<file path="src/design/pwic_pkg.sv">
// Shared widths, register codes and stage payload types of the PID controller.
package pwic_pkg;

  localparam int unsigned DATA_W    = 16;
  localparam int unsigned GAIN_W    = 16;
  localparam int unsigned LIMIT_W   = 20;
  localparam int unsigned ERR_W     = DATA_W + 1;
  localparam int unsigned INTEG_W   = LIMIT_W + 1;
  localparam int unsigned DERIV_W   = ERR_W + 1;
  localparam int unsigned PROD_P_W  = GAIN_W + ERR_W;
  localparam int unsigned PROD_I_W  = GAIN_W + INTEG_W;
  localparam int unsigned PROD_D_W  = GAIN_W + DERIV_W;
  localparam int unsigned SUM_W     = PROD_I_W + 2;
  localparam int unsigned FRAC_BITS = 8;
  localparam int unsigned DRIVE_W   = 32;
  localparam int unsigned CFG_IDX_W = 3;
  localparam int unsigned CFG_DAT_W = 20;

  localparam logic [LIMIT_W-1:0] LIMIT_RESET = LIMIT_W'(5000);

  typedef enum logic [CFG_IDX_W-1:0] {
    CFG_GAIN_P = 3'd0,
    CFG_GAIN_I = 3'd1,
    CFG_GAIN_D = 3'd2,
    CFG_LIMIT  = 3'd3
  } cfg_idx_t;

  typedef struct packed {
    logic signed [GAIN_W-1:0] gain_p;
    logic signed [GAIN_W-1:0] gain_i;
    logic signed [GAIN_W-1:0] gain_d;
  } gains_t;

  typedef struct packed {
    logic signed [ERR_W-1:0]   err;
    logic signed [INTEG_W-1:0] integ;
    logic signed [DERIV_W-1:0] deriv;
  } terms_t;

  typedef struct packed {
    logic signed [PROD_P_W-1:0] prod_p;
    logic signed [PROD_I_W-1:0] prod_i;
    logic signed [PROD_D_W-1:0] prod_d;
  } prods_t;

endpackage

</file>
<file path="src/design/pwic_terms.sv">
// Error, clamped integral and derivative stage; holds the controller state.
module pwic_terms (
  input  logic                                  clk,
  input  logic                                  rst_n,
  input  logic                                  up_valid,
  output logic                                  up_stall,
  input  logic signed [pwic_pkg::DATA_W-1:0]    setpoint,
  input  logic signed [pwic_pkg::DATA_W-1:0]    measured_value,
  input  logic [pwic_pkg::LIMIT_W-1:0]          integral_limit,
  output logic                                  dn_valid,
  input  logic                                  dn_stall,
  output pwic_pkg::terms_t                      dn_terms
);

  localparam int unsigned ACC_W = pwic_pkg::INTEG_W + 1;

  logic                                  valid_r;
  pwic_pkg::terms_t                      terms_r;
  pwic_pkg::terms_t                      terms_nxt;
  logic signed [pwic_pkg::INTEG_W-1:0]   integ_r;
  logic signed [pwic_pkg::ERR_W-1:0]     prev_err_r;
  logic signed [ACC_W-1:0]               acc;
  logic signed [ACC_W-1:0]               lim_pos;
  logic signed [ACC_W-1:0]               lim_neg;
  logic                                  hold;
  logic                                  load;

  assign hold     = valid_r && dn_stall;
  assign load     = up_valid && !hold;
  assign up_stall = hold;

  always_comb begin
    terms_nxt.err = pwic_pkg::ERR_W'(setpoint) - pwic_pkg::ERR_W'(measured_value);
    acc     = ACC_W'(integ_r) + ACC_W'(terms_nxt.err);
    lim_pos = $signed({{(ACC_W - pwic_pkg::LIMIT_W){1'b0}}, integral_limit});
    lim_neg = -lim_pos;
    // The sum is formed at full width first, so only the clamp limits it.
    if (acc > lim_pos) begin
      terms_nxt.integ = pwic_pkg::INTEG_W'(lim_pos);
    end else if (acc < lim_neg) begin
      terms_nxt.integ = pwic_pkg::INTEG_W'(lim_neg);
    end else begin
      terms_nxt.integ = pwic_pkg::INTEG_W'(acc);
    end
    terms_nxt.deriv = pwic_pkg::DERIV_W'(terms_nxt.err) - pwic_pkg::DERIV_W'(prev_err_r);
  end

  always_ff @(posedge clk) begin
    if (!rst_n) begin
      valid_r    <= 1'b0;
      integ_r    <= '0;
      prev_err_r <= '0;
    end else begin
      if (!hold) begin
        valid_r <= up_valid;
      end
      if (load) begin
        integ_r    <= terms_nxt.integ;
        prev_err_r <= terms_nxt.err;
      end
    end
  end

  always_ff @(posedge clk) begin
    if (load) begin
      terms_r <= terms_nxt;
    end
  end

  assign dn_valid = valid_r;
  assign dn_terms = terms_r;

  a_integ_in_bound: assert property (@(posedge clk) disable iff (!rst_n)
    ($past(rst_n) && $past(load)) |->
      (integ_r <= $signed({1'b0, $past(integral_limit)})) &&
      (integ_r >= -$signed({1'b0, $past(integral_limit)})))
    else $error("integral left its clamp range");

  a_state_holds: assert property (@(posedge clk) disable iff (!rst_n)
    ($past(rst_n) && !$past(load)) |-> ($stable(integ_r) && $stable(prev_err_r)))
    else $error("controller state changed without a transfer");

  a_prev_err_tracks: assert property (@(posedge clk) disable iff (!rst_n)
    ($past(rst_n) && $past(load)) |-> (prev_err_r == terms_r.err))
    else $error("previous error does not match the registered error");

endmodule

</file>
<file path="src/design/pwic_mul.sv">
// Gain multiply stage: three signed products, registered.
module pwic_mul (
  input  logic              clk,
  input  logic              rst_n,
  input  pwic_pkg::gains_t  gains,
  input  logic              up_valid,
  output logic              up_stall,
  input  pwic_pkg::terms_t  up_terms,
  output logic              dn_valid,
  input  logic              dn_stall,
  output pwic_pkg::prods_t  dn_prods
);

  logic              valid_r;
  pwic_pkg::prods_t  prods_r;
  pwic_pkg::prods_t  prods_nxt;
  logic              hold;

  assign hold     = valid_r && dn_stall;
  assign up_stall = hold;

  always_comb begin
    prods_nxt.prod_p = pwic_pkg::PROD_P_W'(gains.gain_p) * pwic_pkg::PROD_P_W'(up_terms.err);
    prods_nxt.prod_i = pwic_pkg::PROD_I_W'(gains.gain_i) * pwic_pkg::PROD_I_W'(up_terms.integ);
    prods_nxt.prod_d = pwic_pkg::PROD_D_W'(gains.gain_d) * pwic_pkg::PROD_D_W'(up_terms.deriv);
  end

  always_ff @(posedge clk) begin
    if (!rst_n) begin
      valid_r <= 1'b0;
    end else if (!hold) begin
      valid_r <= up_valid;
    end
  end

  always_ff @(posedge clk) begin
    if (up_valid && !hold) begin
      prods_r <= prods_nxt;
    end
  end

  assign dn_valid = valid_r;
  assign dn_prods = prods_r;

endmodule

</file>
<file path="src/design/pwic_out.sv">
// Output stage: sum of products, floor shift by the gain fraction, saturation.
module pwic_out (
  input  logic                                clk,
  input  logic                                rst_n,
  input  logic                                up_valid,
  output logic                                up_stall,
  input  pwic_pkg::prods_t                    up_prods,
  output logic                                dn_valid,
  input  logic                                dn_stall,
  output logic signed [pwic_pkg::DRIVE_W-1:0] drive_value
);

  localparam int unsigned SHIFT_W = pwic_pkg::SUM_W - pwic_pkg::FRAC_BITS;
  localparam int unsigned WIDE_W  = (SHIFT_W > pwic_pkg::DRIVE_W) ? SHIFT_W
                                                                 : pwic_pkg::DRIVE_W + 1;

  logic                                valid_r;
  logic signed [pwic_pkg::DRIVE_W-1:0] drive_r;
  logic signed [pwic_pkg::DRIVE_W-1:0] drive_nxt;
  logic signed [pwic_pkg::SUM_W-1:0]   sum;
  logic signed [WIDE_W-1:0]            shifted;
  logic signed [WIDE_W-1:0]            max_val;
  logic signed [WIDE_W-1:0]            min_val;
  logic                                hold;

  assign hold     = valid_r && dn_stall;
  assign up_stall = hold;

  always_comb begin
    sum = pwic_pkg::SUM_W'(up_prods.prod_p) + pwic_pkg::SUM_W'(up_prods.prod_i)
        + pwic_pkg::SUM_W'(up_prods.prod_d);
    // Dropping the fraction bits of a two's complement value rounds toward minus infinity.
    shifted = WIDE_W'($signed(sum[pwic_pkg::SUM_W-1:pwic_pkg::FRAC_BITS]));
    max_val = $signed({{(WIDE_W - pwic_pkg::DRIVE_W + 1){1'b0}},
                       {(pwic_pkg::DRIVE_W - 1){1'b1}}});
    min_val = ~max_val;
    if (shifted > max_val) begin
      drive_nxt = pwic_pkg::DRIVE_W'(max_val);
    end else if (shifted < min_val) begin
      drive_nxt = pwic_pkg::DRIVE_W'(min_val);
    end else begin
      drive_nxt = pwic_pkg::DRIVE_W'(shifted);
    end
  end

  always_ff @(posedge clk) begin
    if (!rst_n) begin
      valid_r <= 1'b0;
    end else if (!hold) begin
      valid_r <= up_valid;
    end
  end

  always_ff @(posedge clk) begin
    if (up_valid && !hold) begin
      drive_r <= drive_nxt;
    end
  end

  assign dn_valid    = valid_r;
  assign drive_value = drive_r;

endmodule

</file>
<file path="src/design/pid_with_integral_clamp.sv">
// Top level of the positional PID controller with a clamped integral.
//
// Use: each transfer on the input channel (in_valid high, in_stall low) brings a
// setpoint and a measured value. The block forms the error, adds it to the
// integral, clamps the integral to plus or minus cfg register integral_limit,
// takes the derivative against the previous error and returns one drive value,
// (kp*e + ki*i + kd*d) >> 8 with floor rounding, saturated to 32 bits.
// Pipeline: a result passes the terms, product and output registers in turn and
// sits in the output register until the receiver takes it.
// Throughput: one item per cycle unless stalled. The only loop is the integral
// and previous error update in the first stage, a single add and clamp, so
// nothing else bounds the rate; multiplies and final sum have their own stages.
// Stalls: each of the three stages holds only when it is full and the stage
// after it holds, so bubbles are filled while out_stall is high; in_stall
// rises only when the whole pipeline is full and the output is stalled.
// Configuration: cfg_ready is always high; write gains and the limit only
// while no item is in flight. Unknown register indexes are ignored.
// Reset (synchronous, rst_n low): the pipeline empties, the integral and the
// previous error go to zero, gains to zero and the limit to 5000.
module pid_with_integral_clamp (
  input  logic                                    clk,
  input  logic                                    rst_n,
  input  logic                                    in_valid,
  output logic                                    in_stall,
  input  logic signed [pwic_pkg::DATA_W-1:0]      in_setpoint,
  input  logic signed [pwic_pkg::DATA_W-1:0]      in_measured_value,
  output logic                                    out_valid,
  input  logic                                    out_stall,
  output logic signed [pwic_pkg::DRIVE_W-1:0]     out_drive_value,
  input  logic                                    cfg_valid,
  output logic                                    cfg_ready,
  input  logic [pwic_pkg::CFG_IDX_W-1:0]          cfg_index,
  input  logic [pwic_pkg::CFG_DAT_W-1:0]          cfg_data
);

  pwic_pkg::gains_t              gains_r;
  logic [pwic_pkg::LIMIT_W-1:0]  limit_r;

  logic                          t_valid;
  logic                          t_stall;
  pwic_pkg::terms_t              t_terms;
  logic                          m_valid;
  logic                          m_stall;
  pwic_pkg::prods_t              m_prods;

  // Register writes complete in the cycle they are offered.
  assign cfg_ready = 1'b1;

  always_ff @(posedge clk) begin
    if (!rst_n) begin
      gains_r <= '0;
      limit_r <= pwic_pkg::LIMIT_RESET;
    end else if (cfg_valid && cfg_ready) begin
      unique case (pwic_pkg::cfg_idx_t'(cfg_index))
        pwic_pkg::CFG_GAIN_P: gains_r.gain_p <= cfg_data[pwic_pkg::GAIN_W-1:0];
        pwic_pkg::CFG_GAIN_I: gains_r.gain_i <= cfg_data[pwic_pkg::GAIN_W-1:0];
        pwic_pkg::CFG_GAIN_D: gains_r.gain_d <= cfg_data[pwic_pkg::GAIN_W-1:0];
        pwic_pkg::CFG_LIMIT:  limit_r        <= cfg_data[pwic_pkg::LIMIT_W-1:0];
        default: ;
      endcase
    end
  end

  // Stage one: error, clamped integral and derivative; owns the state.
  pwic_terms u_terms (
    .clk            (clk),
    .rst_n          (rst_n),
    .up_valid       (in_valid),
    .up_stall       (in_stall),
    .setpoint       (in_setpoint),
    .measured_value (in_measured_value),
    .integral_limit (limit_r),
    .dn_valid       (t_valid),
    .dn_stall       (t_stall),
    .dn_terms       (t_terms)
  );

  // Stage two: the three gain products.
  pwic_mul u_mul (
    .clk      (clk),
    .rst_n    (rst_n),
    .gains    (gains_r),
    .up_valid (t_valid),
    .up_stall (t_stall),
    .up_terms (t_terms),
    .dn_valid (m_valid),
    .dn_stall (m_stall),
    .dn_prods (m_prods)
  );

  // Stage three: sum, shift and saturate into the output register.
  pwic_out u_out (
    .clk         (clk),
    .rst_n       (rst_n),
    .up_valid    (m_valid),
    .up_stall    (m_stall),
    .up_prods    (m_prods),
    .dn_valid    (out_valid),
    .dn_stall    (out_stall),
    .drive_value (out_drive_value)
  );

  a_stall_only_when_full: assert property (@(posedge clk) disable iff (!rst_n)
    in_stall |-> (t_valid && m_valid && out_valid && out_stall))
    else $error("input stalled while the pipeline had room");

  a_no_stall_free_output: assert property (@(posedge clk) disable iff (!rst_n)
    (!out_stall && !m_valid) |=> !out_valid)
    else $error("output produced a result with no item in the stage before it");

endmodule

</file>
<file path="config.mk">
export PLATFORM = sky130hd
export DESIGN_NAME = pid_with_integral_clamp
export DESIGN_NICKNAME = d
export VERILOG_FILES = /design/src/design/pwic_pkg.sv /design/src/design/pwic_terms.sv /design/src/design/pwic_mul.sv /design/src/design/pwic_out.sv /design/src/design/pid_with_integral_clamp.sv
export SDC_FILE = /design/constraint.sdc
export NUM_CORES = 2
export LEC_CHECK = 0
export ABC_CLOCK_PERIOD_IN_PS = 6230
export BUFFER_PORTS_ARGS = -buffer_cell sky130_fd_sc_hd__buf_2
export CAP_MARGIN = 10
export CORE_UTILIZATION = 25
export CTS_BUF_LIST = sky130_fd_sc_hd__clkbuf_16
export DETAILED_ROUTE_END_ITERATION = 10
export PLACE_DENSITY = 0.37
export REMOVE_ABC_BUFFERS = 1
export SLEW_MARGIN = 10
export SYNTH_ARGS = -nofsm -noshare
export SYNTH_HDL_FRONTEND = slang
export SYNTH_SLANG_ARGS = --single-unit
export TNS_END_PERCENT = 100
</file>
<file path="constraint.sdc">
create_clock -name clk -period 6.23 [get_ports clk]
set_clock_uncertainty 0.1 [all_clocks]
set_input_delay 0.3115 -clock clk [delete_from_list [all_inputs] [get_ports clk]]
set_output_delay 0.3115 -clock clk [all_outputs]
set_load 0.01 [all_outputs]
</file>
Word level (Yosys, flattened, before mapping). Cells that the tools add are included. Widths: inputs -> output; s select.

Register bits after elaboration: 301. Bits of input ports: 60.

$add $sub $neg: 6. Reductions and logical operators: 14. Multiply operators: 3. Eq/ne operators: 3. Mux-type cells: 3. $lt $le $gt $ge: 4.

Operators by type and width (count): $mux 21 (2); $add 38x34->39 (1); $add 33x37->38 (1); $mul 16x21->37 (1); $mul 16x18->34 (1); $mul 16x17->33 (1); $gt 31x32->1 const B (1); $lt 31x32->1 const B (1); $mux 32 (1); $add 21x17->22 (1); $gt 22x21->1 (1); $lt 22x22->1 (1); $neg 20->22 (1); $sub 17x17->18 (1); $sub 16x16->17 (1); $reduce_and 2->1 (4); $eq 3x2->1 const B (2); $logic_and 1x1->1 (6); $eq 3x1->1 const B (1); $logic_not 1->1 (3); $logic_not 3->1 (1).

Depth between registers and ports, before layout.
Depth after elaboration: 5. Depth in mapped cells: 31. Depth with buffers taken out: 29.

Cells and area by module. A second synthesis with hierarchy kept.

Cell total of the unflattened synthesis: 5286. Area total of the unflattened synthesis: 50325.8 um^2.

Modules (own cells, without submodules): pwic_mul (seq. area each 3143.0 um^2, cells an instance 3837, instances 1, area each 36447.5 um^2); pwic_terms (seq. area each 2462.4 um^2, cells an instance 866, instances 1, area each 7732.4 um^2); pwic_out (seq. area each 980.9 um^2, cells an instance 329, instances 1, area each 3525.9 um^2); pid_with_integral_clamp (seq. area each 1361.3 um^2, cells an instance 254, instances 1, area each 2620.0 um^2).

Least setup slack after synthesis. Ideal clock, no wire load.

Path kind: reg2reg. Start point: register gains_r[1] (netlist bit). End point: register u_mul.prods_r, in the netlist u_mul.dn_prods[33], data pin. Required time: 5870 ps. Stages on the path, launching flop included: 27. Slack: -450 ps. Arrival time: 6320 ps. Path buffers: 3. Path through: dfxtp_1 -> clkbuf_1 -> clkbuf_1 -> nand2_1 -> inv_1 -> fa_1 -> inv_1 -> fa_1 -> inv_1 -> fa_1 -> fa_1 -> fa_1 -> inv_1 -> fa_1 -> inv_1 -> ha_1 -> clkbuf_1 -> and4_1 -> and2_1 -> nor2b_1 -> a221o_1 -> a31oi_1 -> a31oi_1 -> a31oi_1 -> o21ai_0 -> a21oi_1 -> xnor2_1.

RTL lines: from (decl) (line pid_with_integral_clamp.sv:36) `pwic_pkg::gains_t gains_r;`; to (signal assigned) (line pwic_mul.sv:38) `prods_r <= prods_nxt;`; to (decl) (line pwic_mul.sv:15) `pwic_pkg::prods_t prods_r;`.

==> results by group <==
Timing
  • Worst Tran Pin Value: slightly above 1 ns
  • Fin crit period: 6.42 ns
  • Fin Setup TNS: -1.12 ns
  • Fmax: 156 MHz
  • Final setup vio count: 10
  • Max Slew Vio Count: 0
  • RSZ-0062 raised after global routing: yes
  • Final period util: 1.03
  • Setup ws final: -0.195 ns
  • Slew HR: 0.317
  • Final hold vios: 0

Synthesis
  • Leading area contributor after synthesis: fa_1
  • Cells after Synth: 5265
  • Post-Syn Area: between 0.04 and 0.05 sq mm
  • Post-synth top flop: edfxtp_1
  • EDFF count, synth: 192
  • Mean Syn Cell Area: between 9 and 10 sq um
  • Synth area leaders: fa_1 38%, edfxtp_1 12%, ha_1 10%
  • Synth Area in Adders: 0.480
  • Netlist cell types: between 80 and 90
  • Number of synthesis warnings: 0
  • Area fraction in and, or, nand and nor cells after synthesis: 0.149
  • Asr flop ratio synth: 0
  • Synth Register Bits: ~300
  • Compound-Gate Fraction of Synth Area: 0.0726
  • Top cell type's share of synthesized area: 0.380
  • Main combinational cell family by area after synthesis: adder cells
  • Post-synthesis mux area share: 0.00335
  • Commonest cells post-synth: 1119 x inv_1, 937 x fa_1, 760 x nand2_1, 394 x ha_1, 342 x and2_1
  • Most common cell in the netlist: inv_1
  • Synth Area in XOR/XNOR: 0.0339
  • Register area share after synthesis: 0.161

Placed design
  • Detailed placer's ending HPWL: between 100000 and 150000 microns
  • Pre-CTS setup slack: -0.749 ns
  • Input/output buffers: 93
  • Final GP Congestion: roughly 0.83

Pwr
  • LEAKAGE: between 20 and 30 nW
  • P per Cell Area: roughly 220 mW/mm^2
  • Maximum vdd ir drop: 0.233 mV

Cells and area
  • Area occupied by multi-input gates: 0.0378 sq mm
  • Area growth syn-to-layout: 25.8%
  • Register area: 0.00800 sq mm
  • Final net count: 7404
  • Share of layout cells above drive strength 1: 0.210
  • # fillers: between 20000 and 25000

Floorplanning
  • CORE AREA: 0.195 sq mm
  • FP Rows: around 160
  • Die width: 446 microns
  • Starting density of the core: 0.252
  • Die height: 446 microns
  • Die ar.: ~0.20 sq mm
  • Boundary pin count: 95

Critical path
  • Slowest CP cell: fa_1
  • Path type of the worst setup path: reg2reg
  • CP endpoint kind: flop
  • Worst path bufs/invs: 7
  • Critical Path Start Type: flop
  • Critical Path RT: between 6 and 7 ns
  • Worst Path Arrival: around 6.7 ns
  • CP top delay family: adder cells
  • Max stage delay on crit path: about 0.57 ns
  • Critical Path Most Common Cell: fa_1
  • Max FO, Critical Path: 6

Drt
  • Routed vias/inst: between 4 and 5
  • Via count: ~37000
  • # DRC: 0
  • DR pass1 iterations: 7
  • Drt first-iter violations: ~1600
  • Post-route ant nets: 0
  • WL final: 159000 microns
  • Mean routed wirelength per cell: about 18 microns

Clocking
  • Clock sink count: 301
  • Worst-Skew Late Latency: roughly 0.66 ns
  • Htree depth: 2
  • Clock Path Buffers: 3
  • Root Buffer: clkbuf_16
  • Total CTS buffers: 46
  • Clock Pin Slew Worst Setup and Hold Paths: ~0.06 ns
  • CTS tree: yes

Outcome
  • Status: finished with violations
  • Failing checks: negative setup slack

Global route
  • Tot GR Track Use: 0.166
  • Vias in the first global route: about 40000
  • Initial antenna violation count: 6
  • First-pass GRT wire length: 249000 microns
  • GRT overflow: 0
  • Largest net degree at the start of global routing: 105

Worst hold path
  • Min-Delay Path Class: in2reg

Run
  • Max-cap viol count: 0
-- cells by family (layout without fill, tap and decap cells) --
| group | count (synthesis) | count (layout) |
|---|---|---|
| fa+ha+maj | 1331 | 1331 |
| buf+inv | 1306 | 2092 |
| simple gates | 1549 | 1549 |
| flops | 301 | 301 |
| compound gates | 570 | 570 |
| xor+xnor | 191 | 191 |
| mux | 16 | 16 |
| other cells | 1 | 5 |
-- report_power, final --
group | switching, mW | internal (mW)
combinational | 4.54 | 3.76
clock | 1.14 | 1.49
sequential | 0.312 | 2.65
-- per-layer routing --
layer / wire length (microns) / vias to the layer above / global-route usage
li1: - / 17738 / -
met1: 72500 / 18838 / 0.215
met2: 79300 / 398 / 0.294
met3: 3600 / 125 / 0.0142
met4: 4020 / 0 / 0.0405
met5: 0 / - / 0
-- cell type report --
cell class | count | area share
diodes | 4 | 0.000161
clock buffers | 46 | 0.0186
clock inverters | 40 | 0.00547
inverters | 1122 | 0.0679
multi-input cells | 3658 | 0.610
flip-flops and latches | 301 | 0.129
well taps | 2624 | 0.0529
repair buffers | 884 | 0.116
-- tightest hold or removal path, stage by stage --
cell and delay (ns):
buf_2 0.15, nor3_2 0.06, buf_4 0.20, nand2_1 0.08
a21oi_1 0.05
-- flip-flops by register name, indices dropped and copies added, names as in the netlist --
register,cells
u_terms.dn_valid,1
u_mul.dn_valid,1
u_terms.dn_terms,56
gains_r,48
u_out.drive_value,32
u_terms.prev_err_r,17
u_terms.integ_r,21
u_out.dn_valid,1
u_mul.dn_prods,104
limit_r,20
-- cell usage in the layout (no fill, tap or decap), types with 43 or more instances in the layout --
master	netlist	layout
nand2_1	760	729
buf_4	4	657
dfxtp_1	109	82
nand3_1	64	59
xnor2_1	147	140
nor2_1	173	164
inv_1	1119	1070
inv_2	0	59
clkbuf_16	0	46
fa_1	937	904
nand2b_1	43	43
ha_1	394	359
a21oi_1	211	185
and2_1	342	327
edfxtp_1	192	192
o21ai_0	106	79
buf_6	0	72
a21o_1	63	63
buf_2	4	93
xor2_1	44	44
-- per-stage QoR --
stage / cells / total power [mW] / area, sq um / hold WS [ns] / util
2_1_floorplan: 5081 / 6.90 / 48600 / 0.300 / -
3_5_place_dp: 8447 / 10.7 / 57600 / 0.349 / 0.295
6_report: 8679 / 13.9 / 62000 / 0.159 / 0.317
3_3_place_gp: 8447 / 10.7 / 57600 / 0.344 / 0.295
5_1_grt: 8676 / 15.0 / 62000 / 0.185 / 0.317
4_1_cts: 8639 / 13.9 / 60900 / 0.121 / 0.312
-- path summary, 6_finish.rpt --
path,startpoint,to,slack (ns),cells after the start
setup / recovery,u_terms.dn_terms[46]$_DFFE_PP_,u_mul.dn_prods[101]$_DFFE_PP_,-0.19,25
hold / removal,cfg_index[0],gains_r[35]$_SDFFE_PN0P_,0.16,5
setup reg to reg,u_terms.dn_terms[46]$_DFFE_PP_,u_mul.dn_prods[101]$_DFFE_PP_,-0.19,25
hold reg to reg,u_terms.prev_err_r[15]$_SDFFE_PN0P_,u_terms.prev_err_r[15]$_SDFFE_PN0P_,0.35,2
-- timing repair --
| action | in CTS | in global routing |
|---|---|---|
| setup buffers | 87 | 42 |
| hold buffers | 22 | 0 |
| hold endpoints to repair | 42 | 0 |
| pin swaps | 168 | 134 |
| resized for setup | 245 | 225 |
| endpoints found under the setup margin | 46 | 84 |
No activity file was read; power rests on OpenSTA's default activity.
